===== config.mk =====
export PLATFORM = sky130hd
export DESIGN_NAME = ps2_mouse_packet_cursor_core_flat
export DESIGN_NICKNAME = d
export VERILOG_FILES = /design/src/sv/pmpc_pkg.sv /design/src/sv/pmpc_if.sv /design/src/sv/pmpc_framer.sv /design/src/sv/pmpc_cursor.sv /design/src/sv/ps2_mouse_packet_cursor_core.sv /design/src/flat_wrapper.sv
export SDC_FILE = /design/constraint.sdc
export NUM_CORES = 1
export LEC_CHECK = 0
export BUFFER_PORTS_ARGS = -buffer_cell sky130_fd_sc_hd__buf_2
export CAP_MARGIN = 20
export CORE_AREA = 5 5 112 114
export CTS_CLUSTER_DIAMETER = 120
export DETAILED_ROUTE_END_ITERATION = 7
export DIE_AREA = 0 0 117 119
export PLACE_DENSITY = 0.7
export REMOVE_ABC_BUFFERS = 1
export SLEW_MARGIN = 30
export SYNTH_ARGS = -nofsm -noshare
export SYNTH_HDL_FRONTEND = slang
export SYNTH_HIERARCHICAL = 1
export SYNTH_SLANG_ARGS = --single-unit

===== constraint.sdc =====
create_clock -name clk_i -period 4.8 [get_ports clk_i]
set_input_delay 0.48 -clock clk_i [delete_from_list [all_inputs] [get_ports clk_i]]
set_output_delay 0.48 -clock clk_i [all_outputs]
set_load 0.1 [all_outputs]

===== src/sv/pmpc_pkg.sv =====
// Shared types and constants for the PS/2 mouse cursor core.
// No dependencies; imported by the framer, cursor, top level and bench.
`default_nettype none

package pmpc_pkg;

  // Header byte bits
  localparam int unsigned HdrLeft   = 0;
  localparam int unsigned HdrRight  = 1;
  localparam int unsigned HdrMiddle = 2;
  localparam int unsigned HdrSync   = 3;
  localparam int unsigned HdrXSign  = 4;
  localparam int unsigned HdrYSign  = 5;

  // Configuration register indexes
  localparam int unsigned CfgIdxW = 2;
  localparam logic [CfgIdxW-1:0] CfgGridColumns = 2'd0;
  localparam logic [CfgIdxW-1:0] CfgGridRows    = 2'd1;

  // Reset values
  localparam logic [7:0] GridColumnsRst = 8'd80;
  localparam logic [7:0] GridRowsRst    = 8'd25;
  localparam logic [7:0] PosXRst        = 8'd40;
  localparam logic [7:0] PosYRst        = 8'd12;

  // Completed packet handed from framer to cursor logic
  typedef struct packed {
    logic       done;
    logic [7:0] header;
    logic [7:0] x_byte;
    logic [7:0] y_byte;
  } pkt_t;

  // Result request payload
  typedef struct packed {
    logic [7:0] cursor_x;
    logic [7:0] cursor_y;
    logic       left_pressed;
    logic       right_pressed;
    logic       middle_pressed;
  } res_t;

endpackage

`default_nettype wire


===== src/sv/pmpc_if.sv =====
// Valid/ready channel interfaces: raw mouse byte in, cursor result out.
// No dependencies.
`default_nettype none

interface pmpc_byte_if;
  logic       valid;
  logic       ready;
  logic [7:0] rx_byte;

  modport source (output valid, output rx_byte, input ready);
  modport sink   (input valid, input rx_byte, output ready);
endinterface

interface pmpc_cursor_if;
  logic       valid;
  logic       ready;
  logic [7:0] cursor_x;
  logic [7:0] cursor_y;
  logic       left_pressed;
  logic       right_pressed;
  logic       middle_pressed;

  modport source (output valid, output cursor_x, output cursor_y, output left_pressed,
                  output right_pressed, output middle_pressed, input ready);
  modport sink   (input valid, input cursor_x, input cursor_y, input left_pressed,
                  input right_pressed, input middle_pressed, output ready);
endinterface

`default_nettype wire


===== src/sv/pmpc_framer.sv =====
// Packet framer: tracks byte phase and holds header and X bytes.
// Depends on pmpc_pkg.
`default_nettype none

module pmpc_framer
  import pmpc_pkg::*;
(
  input  wire logic       clk_i,
  input  wire logic       rst_ni,
  input  wire logic       accept_i,
  input  wire logic [7:0] byte_i,
  output pkt_t            pkt_o
);

  typedef enum logic [1:0] {
    PH_HEAD  = 2'd0,
    PH_XBYTE = 2'd1,
    PH_YBYTE = 2'd2
  } phase_e;

  phase_e     phase_q;
  logic [7:0] header_q;
  logic [7:0] x_byte_q;

  always_ff @(posedge clk_i or negedge rst_ni) begin
    if (!rst_ni) begin
      phase_q  <= PH_HEAD;
      header_q <= 8'd0;
      x_byte_q <= 8'd0;
    end else if (accept_i) begin
      unique case (phase_q)
        PH_HEAD: begin
          // drop bytes without the sync bit
          if (byte_i[HdrSync]) begin
            header_q <= byte_i;
            phase_q  <= PH_XBYTE;
          end
        end
        PH_XBYTE: begin
          x_byte_q <= byte_i;
          phase_q  <= PH_YBYTE;
        end
        PH_YBYTE: phase_q <= PH_HEAD;
        default: begin
          if (byte_i[HdrSync]) begin
            header_q <= byte_i;
            phase_q  <= PH_XBYTE;
          end else begin
            phase_q <= PH_HEAD;
          end
        end
      endcase
    end
  end

  always_comb begin
    pkt_o.done   = accept_i && (phase_q == PH_YBYTE);
    pkt_o.header = header_q;
    pkt_o.x_byte = x_byte_q;
    pkt_o.y_byte = byte_i;
  end

endmodule

`default_nettype wire


===== src/sv/pmpc_cursor.sv =====
// Cursor update: grid registers, delta halving, clamp, result register.
// Depends on pmpc_pkg.
`default_nettype none

module pmpc_cursor
  import pmpc_pkg::*;
(
  input  wire logic               clk_i,
  input  wire logic               rst_ni,
  input  wire logic               cfg_we_i,
  input  wire logic [CfgIdxW-1:0] cfg_idx_i,
  input  wire logic [7:0]         cfg_data_i,
  input  wire pkt_t               pkt_i,
  input  wire logic               res_ready_i,
  output logic                    res_valid_o,
  output res_t                    res_o
);

  logic [7:0] cols_q, rows_q;
  logic [7:0] pos_x_q, pos_y_q;
  logic [7:0] pos_x_d, pos_y_d;
  logic       res_valid_q;
  res_t       res_q;

  // 9-bit delta halved toward zero: add one when negative, then shift.
  function automatic logic signed [7:0] halve9(input logic sign, input logic [7:0] low);
    logic signed [8:0] v;
    v = $signed({sign, low}) + $signed({8'd0, sign});
    return v[8:1];
  endfunction

  function automatic logic [7:0] clamp_axis(input logic signed [9:0] v,
                                            input logic [7:0] size);
    logic [7:0] top;
    top = (size == 8'd0) ? 8'd0 : size - 8'd1;
    if (v < 0) begin
      return 8'd0;
    end else if (v > $signed({2'b00, top})) begin
      return top;
    end else begin
      return v[7:0];
    end
  endfunction

  logic signed [7:0] dx, dy;
  logic signed [9:0] sum_x, sum_y;

  always_comb begin
    dx      = halve9(pkt_i.header[HdrXSign], pkt_i.x_byte);
    dy      = halve9(pkt_i.header[HdrYSign], pkt_i.y_byte);
    sum_x   = $signed({2'b00, pos_x_q}) + $signed({{2{dx[7]}}, dx});
    sum_y   = $signed({2'b00, pos_y_q}) - $signed({{2{dy[7]}}, dy});
    pos_x_d = clamp_axis(sum_x, cols_q);
    pos_y_d = clamp_axis(sum_y, rows_q);
  end

  always_ff @(posedge clk_i or negedge rst_ni) begin
    if (!rst_ni) begin
      cols_q      <= GridColumnsRst;
      rows_q      <= GridRowsRst;
      pos_x_q     <= PosXRst;
      pos_y_q     <= PosYRst;
      res_valid_q <= 1'b0;
    end else begin
      if (cfg_we_i) begin
        if (cfg_idx_i == CfgGridColumns) cols_q <= cfg_data_i;
        if (cfg_idx_i == CfgGridRows)    rows_q <= cfg_data_i;
      end
      if (pkt_i.done) begin
        pos_x_q     <= pos_x_d;
        pos_y_q     <= pos_y_d;
        res_valid_q <= 1'b1;
      end else if (res_ready_i) begin
        res_valid_q <= 1'b0;
      end
    end
  end

  always_ff @(posedge clk_i) begin
    if (pkt_i.done) begin
      res_q.cursor_x       <= pos_x_d;
      res_q.cursor_y       <= pos_y_d;
      res_q.left_pressed   <= pkt_i.header[HdrLeft];
      res_q.right_pressed  <= pkt_i.header[HdrRight];
      res_q.middle_pressed <= pkt_i.header[HdrMiddle];
    end
  end

  assign res_valid_o = res_valid_q;
  assign res_o       = res_q;

endmodule

`default_nettype wire


===== src/sv/ps2_mouse_packet_cursor_core.sv =====
// Top level of the PS/2 mouse cursor core: framer plus cursor update.
// Depends on pmpc_pkg, pmpc_if, pmpc_framer and pmpc_cursor.
`default_nettype none

// PS/2 mouse packet decoder driving a clamped grid cursor. Raw bytes arrive
// on in_if, one per request; a header byte must have bit 3 set or it is
// dropped. After the third byte of a packet the halved X delta is added and
// the halved Y delta subtracted, both clamped to grid_columns-1 and
// grid_rows-1 (a size of zero clamps to 0), and one result request carrying
// position and the three buttons appears on out_if the next cycle. A byte
// is taken every cycle: in_if.ready only drops while a finished result
// sits in the output register and out_if.ready is low. The single output
// register is the only buffering. Position resets to 40,12 and the grid to
// 80 by 25. Write the grid through cfg_we_i/cfg_idx_i/cfg_data_i (index
// 0 columns, 1 rows) only when idle; a new grid takes effect on the next
// packet.

module ps2_mouse_packet_cursor_core
  import pmpc_pkg::*;
(
  input  wire logic               clk_i,
  input  wire logic               rst_ni,
  input  wire logic               cfg_we_i,
  input  wire logic [CfgIdxW-1:0] cfg_idx_i,
  input  wire logic [7:0]         cfg_data_i,
  pmpc_byte_if.sink               in_if,
  pmpc_cursor_if.source           out_if
);

  logic accept;
  logic res_valid;
  pkt_t pkt;
  res_t res;

  // Free when the result slot is empty or being drained this cycle.
  assign in_if.ready = !res_valid || out_if.ready;
  assign accept      = in_if.valid && in_if.ready;

  pmpc_framer u_framer (
    .clk_i    (clk_i),
    .rst_ni   (rst_ni),
    .accept_i (accept),
    .byte_i   (in_if.rx_byte),
    .pkt_o    (pkt)
  );

  pmpc_cursor u_cursor (
    .clk_i       (clk_i),
    .rst_ni      (rst_ni),
    .cfg_we_i    (cfg_we_i),
    .cfg_idx_i   (cfg_idx_i),
    .cfg_data_i  (cfg_data_i),
    .pkt_i       (pkt),
    .res_ready_i (out_if.ready),
    .res_valid_o (res_valid),
    .res_o       (res)
  );

  assign out_if.valid          = res_valid;
  assign out_if.cursor_x       = res.cursor_x;
  assign out_if.cursor_y       = res.cursor_y;
  assign out_if.left_pressed   = res.left_pressed;
  assign out_if.right_pressed  = res.right_pressed;
  assign out_if.middle_pressed = res.middle_pressed;

endmodule

`default_nettype wire


===== src/flat_wrapper.sv =====
// flat-port wrapper written by rule: the top's interface ports become plain ports
module ps2_mouse_packet_cursor_core_flat import pmpc_pkg::*;
  (clk_i, rst_ni, cfg_we_i, cfg_idx_i, cfg_data_i, in_if_valid, in_if_rx_byte, in_if_ready, out_if_valid, out_if_cursor_x, out_if_cursor_y, out_if_left_pressed, out_if_right_pressed, out_if_middle_pressed, out_if_ready);
  pmpc_byte_if in_if_i ();
  pmpc_cursor_if out_if_i ();
  input  wire logic clk_i;
  input  wire logic rst_ni;
  input  wire logic cfg_we_i;
  input  wire logic [CfgIdxW-1:0] cfg_idx_i;
  input  wire logic [7:0] cfg_data_i;
  input wire logic [$bits(in_if_i.valid)-1:0] in_if_valid;
  input wire logic [$bits(in_if_i.rx_byte)-1:0] in_if_rx_byte;
  output wire logic [$bits(in_if_i.ready)-1:0] in_if_ready;
  output wire logic [$bits(out_if_i.valid)-1:0] out_if_valid;
  output wire logic [$bits(out_if_i.cursor_x)-1:0] out_if_cursor_x;
  output wire logic [$bits(out_if_i.cursor_y)-1:0] out_if_cursor_y;
  output wire logic [$bits(out_if_i.left_pressed)-1:0] out_if_left_pressed;
  output wire logic [$bits(out_if_i.right_pressed)-1:0] out_if_right_pressed;
  output wire logic [$bits(out_if_i.middle_pressed)-1:0] out_if_middle_pressed;
  input wire logic [$bits(out_if_i.ready)-1:0] out_if_ready;
  assign in_if_i.valid = in_if_valid;
  assign in_if_i.rx_byte = in_if_rx_byte;
  assign in_if_ready = in_if_i.ready;
  assign out_if_valid = out_if_i.valid;
  assign out_if_cursor_x = out_if_i.cursor_x;
  assign out_if_cursor_y = out_if_i.cursor_y;
  assign out_if_left_pressed = out_if_i.left_pressed;
  assign out_if_right_pressed = out_if_i.right_pressed;
  assign out_if_middle_pressed = out_if_i.middle_pressed;
  assign out_if_i.ready = out_if_ready;
  ps2_mouse_packet_cursor_core u_core (.clk_i(clk_i), .rst_ni(rst_ni), .cfg_we_i(cfg_we_i), .cfg_idx_i(cfg_idx_i), .cfg_data_i(cfg_data_i), .in_if(in_if_i), .out_if(out_if_i));
endmodule

==> results <==
- The layout net count is 593.
- The share of the core filled with cells in the final layout is 0.488.
- The fill cell instance count of the final layout is around 1100.
- The worst max-slew margin expressed relative to the limit is 0.575.
- The final weighted congestion in routability-driven placement is approximately 0.96.
- Counting every sink on the clock net gives 67.
- The synthesized instance count is approximately 480.
- The maximum root-to-sink buffer count is 2.
- The worst hold path class is input pin to asynchronous set/reset pin.
- The number of antenna diodes is 0.
- The y dimension of the die is 119 um.
- The post-CTS setup buffer count is 0.
- Averaged over all synthesized cells, the footprint is between 10 and 15 um2.
- Of all nets on the critical path, the largest fanout is 14.
- The fmax is between 200 and 250 MHz.
- Summing all multi-input logic gate instances after layout gives 2830 um2.
- Entering global routing, the biggest net connects a little over 50 pins.
- For this run, design rule violations remaining after detail routing come to 0.
- On the final layout, the worst clock skew is 0.00770 ns.
- In this run the core area contains 39 standard-cell rows.
- The die covers 13900 um2.
- Setup repair after global routing left no endpoint under its margin.
- The minimum period implied by the final worst setup slack is 4.43 ns.
- The number of I/O port buffers is 43.
- For this run, the total global-route usage over all layers was measured as 0.163.
- The detail-routed net length per standard cell is 16.1 um.
- The capturing element type of the critical path is a register.
- The per-cell via count in the routed design is 5.61.
- Detailed routing inserted a total of 3760 vias.
- The DRC marker count from the first detailed-route iteration is 160.
- STA classifies the critical path startpoint as a register.
- Setup slack on the critical path of the routed design comes to approximately 0.37 ns.
- Of the available clock period, the critical path in the final layout requires 0.922.
- The clock buffer count from CTS is 9.
- By startpoint and endpoint, the worst setup path is classified as register to register.
- The register-to-register setup slack is 0.37 ns.
- The accumulated negative setup slack is 0 ns.
- Setup violations remaining at the end of the flow were counted as 0.
- The initial core utilization is 0.433.
- Summed over all layers, the global routing overflow is 0.
- The first-pass GRT wire length is 18300 um.
- The worst register-to-register path begins at u_core/u_framer/header_q[4].
- The count of synthesis-stage warnings from yosys is 6.
- The area taken by flip-flops and latches is ~1800 um2.
- From synthesis to final layout, the design area changed by 12.7%.
- For this design, the CTS-stage hold fixing added 0 buffers.
- The core footprint is 11300 um2.
- For the worst setup path, the data arrival time is 4.48 ns.
- After legalization and detailed placement, the total HPWL measured roughly 8200 um.
- The max-cap check violation count is 0.
- Prior to clock tree synthesis, the placed netlist has a worst setup slack of 0.402 ns.
- The run finished with clean final reports.
- The initial antenna violation count is 0.
- The I/O pin count is 44.
- The floorplan step set the die width to about 120 um.
- After detailed routing, the total wire length is 10800 um.
- The area of the mapped netlist is 4900 um2.
- The transition time at the pin with the least slew margin is ~0.63 ns.
- The pre-antenna-repair detailed-routing pass consisted of 4 iterations.
- The worst-skew pair later-pin latency is 0.33 ns.
- The fraction of layout instances using a drive strength above 1 is 0.239.
- The via count of the first global-routing pass is 3800.
- The H-tree was split into 3 levels.
- The detail route stage leaves a number of antenna-violating nets equal to 0.
- The cell at the root of the clock tree is sky130_fd_sc_hd__clkbuf_16.
- The number of hold violations in the final report was 0.
- The number of gates resized after CTS was 0.
- At the worst endpoint, the required time is 4.86 ns.
- Measured in cells, the most critical reg-to-reg path has a length of 16.
- Final hold analysis gives a worst-case slack of about 0.25 ns.
- After clock tree synthesis, the clock-pin slew on the worst setup and hold paths is roughly 0.06 ns.
- The final-report max-slew violation count was 0.
- The endpoint of the worst register-to-register path is u_core/u_cursor/res_o[15].
- The TritonCTS clock tree is built.
[worst max-delay path, stage by stage (launching register included)]
cell and delay (ns):
sky130_fd_sc_hd__dfrtp_1 0.42, sky130_fd_sc_hd__and2_1 0.19, sky130_fd_sc_hd__ha_1 0.24, sky130_fd_sc_hd__nand3_1 0.11
sky130_fd_sc_hd__xnor2_1 0.20, sky130_fd_sc_hd__ha_1 0.32, sky130_fd_sc_hd__o21a_1 0.22, sky130_fd_sc_hd__o31a_1 0.12
sky130_fd_sc_hd__or4b_2 0.61, sky130_fd_sc_hd__nand3_1 0.20, sky130_fd_sc_hd__ha_1 0.28, sky130_fd_sc_hd__nand2_1 0.10
sky130_fd_sc_hd__a31oi_1 0.06, sky130_fd_sc_hd__and2_1 0.21, sky130_fd_sc_hd__o311a_2 0.51, sky130_fd_sc_hd__nor3_1 0.28
sky130_fd_sc_hd__nor3_1 0.08
[per-layer routing]
layer,vias to the layer above,part of all wire,global-route usage
met1,1827,0.42,0.205
met2,93,0.51,0.272
met5,-,0,0
li1,1822,-,-
met4,0,0.020,0.0573
met3,18,0.048,0.0380
[sequential cells by signal, indices dropped and copies added, names as in the netlist]
name / count
u_core/u_cursor/res_valid_o: 1
u_core/u_cursor/res_o: 19
u_core/u_cursor/pos_x_q: 8
u_core/u_framer/phase_q: 2
u_core/u_cursor/rows_q: 8
u_core/u_framer/header_q: 5
u_core/u_cursor/cols_q: 8
u_core/u_framer/x_byte_q: 8
u_core/u_cursor/pos_y_q: 8
[worst max path at each step]
stage,startpoint,end,slack [ns],cells after the start
after global placement,u_core/u_framer/header_q[4],u_core/u_cursor/res_o[15],0.47,16
after floorplan,u_core/u_framer/header_q[4],u_core/u_cursor/pos_x_q[4],0.84,16
after detailed placement,u_core/u_framer/header_q[4],u_core/u_cursor/res_o[15],0.40,16
after CTS,u_core/u_framer/header_q[4],u_core/u_cursor/res_o[15],0.38,16
final,u_core/u_framer/header_q[4],u_core/u_cursor/res_o[15],0.37,16
after global routing,u_core/u_framer/header_q[4],u_core/u_cursor/res_o[15],0.16,16
[stage by stage]
step | cell area (um2) | cells
3_5_place_dp | 5190 | 654
5_1_grt | 5520 | 670
3_3_place_gp | 5190 | 654
6_report | 5520 | 670
2_1_floorplan | 4780 | 466
4_1_cts | 5520 | 670
[cell usage in the layout, fill, tap and decap left out, drive strengths merged, types with 3 or more instances in the layout]
cell type  count
inv           49
o22ai         10
nand3         23
or2            3
nand2b         3
dfrtp         39
xnor2         23
a31oi          5
a21oi         22
ha            46
dfstp          9
nor2b          4
nor2          34
o21ai         20
nand4          4
xor2          13
mux2          30
nor4b          3
mux2i          8
and3           3
edfxtp        19
and2           8
o2111ai        9
o21a           6
nor3          11
clkinv         3
clkbuf         9
o221ai         6
buf           45
a21o           4
nand2         19
[layout make-up]
type / count / share of cell area
timing repair buffer: 45 / 0.0417
clock buffer: 9 / 0.0408
multi-input combinational: 352 / 0.513
tap: 143 / 0.0324
sequential: 67 / 0.323
clock inverter: 7 / 0.0179
inverter: 47 / 0.0319
Power is left out: the tool's default activity adds up to more than one toggle a clock period on the data nets, which glitch-free logic cannot reach.
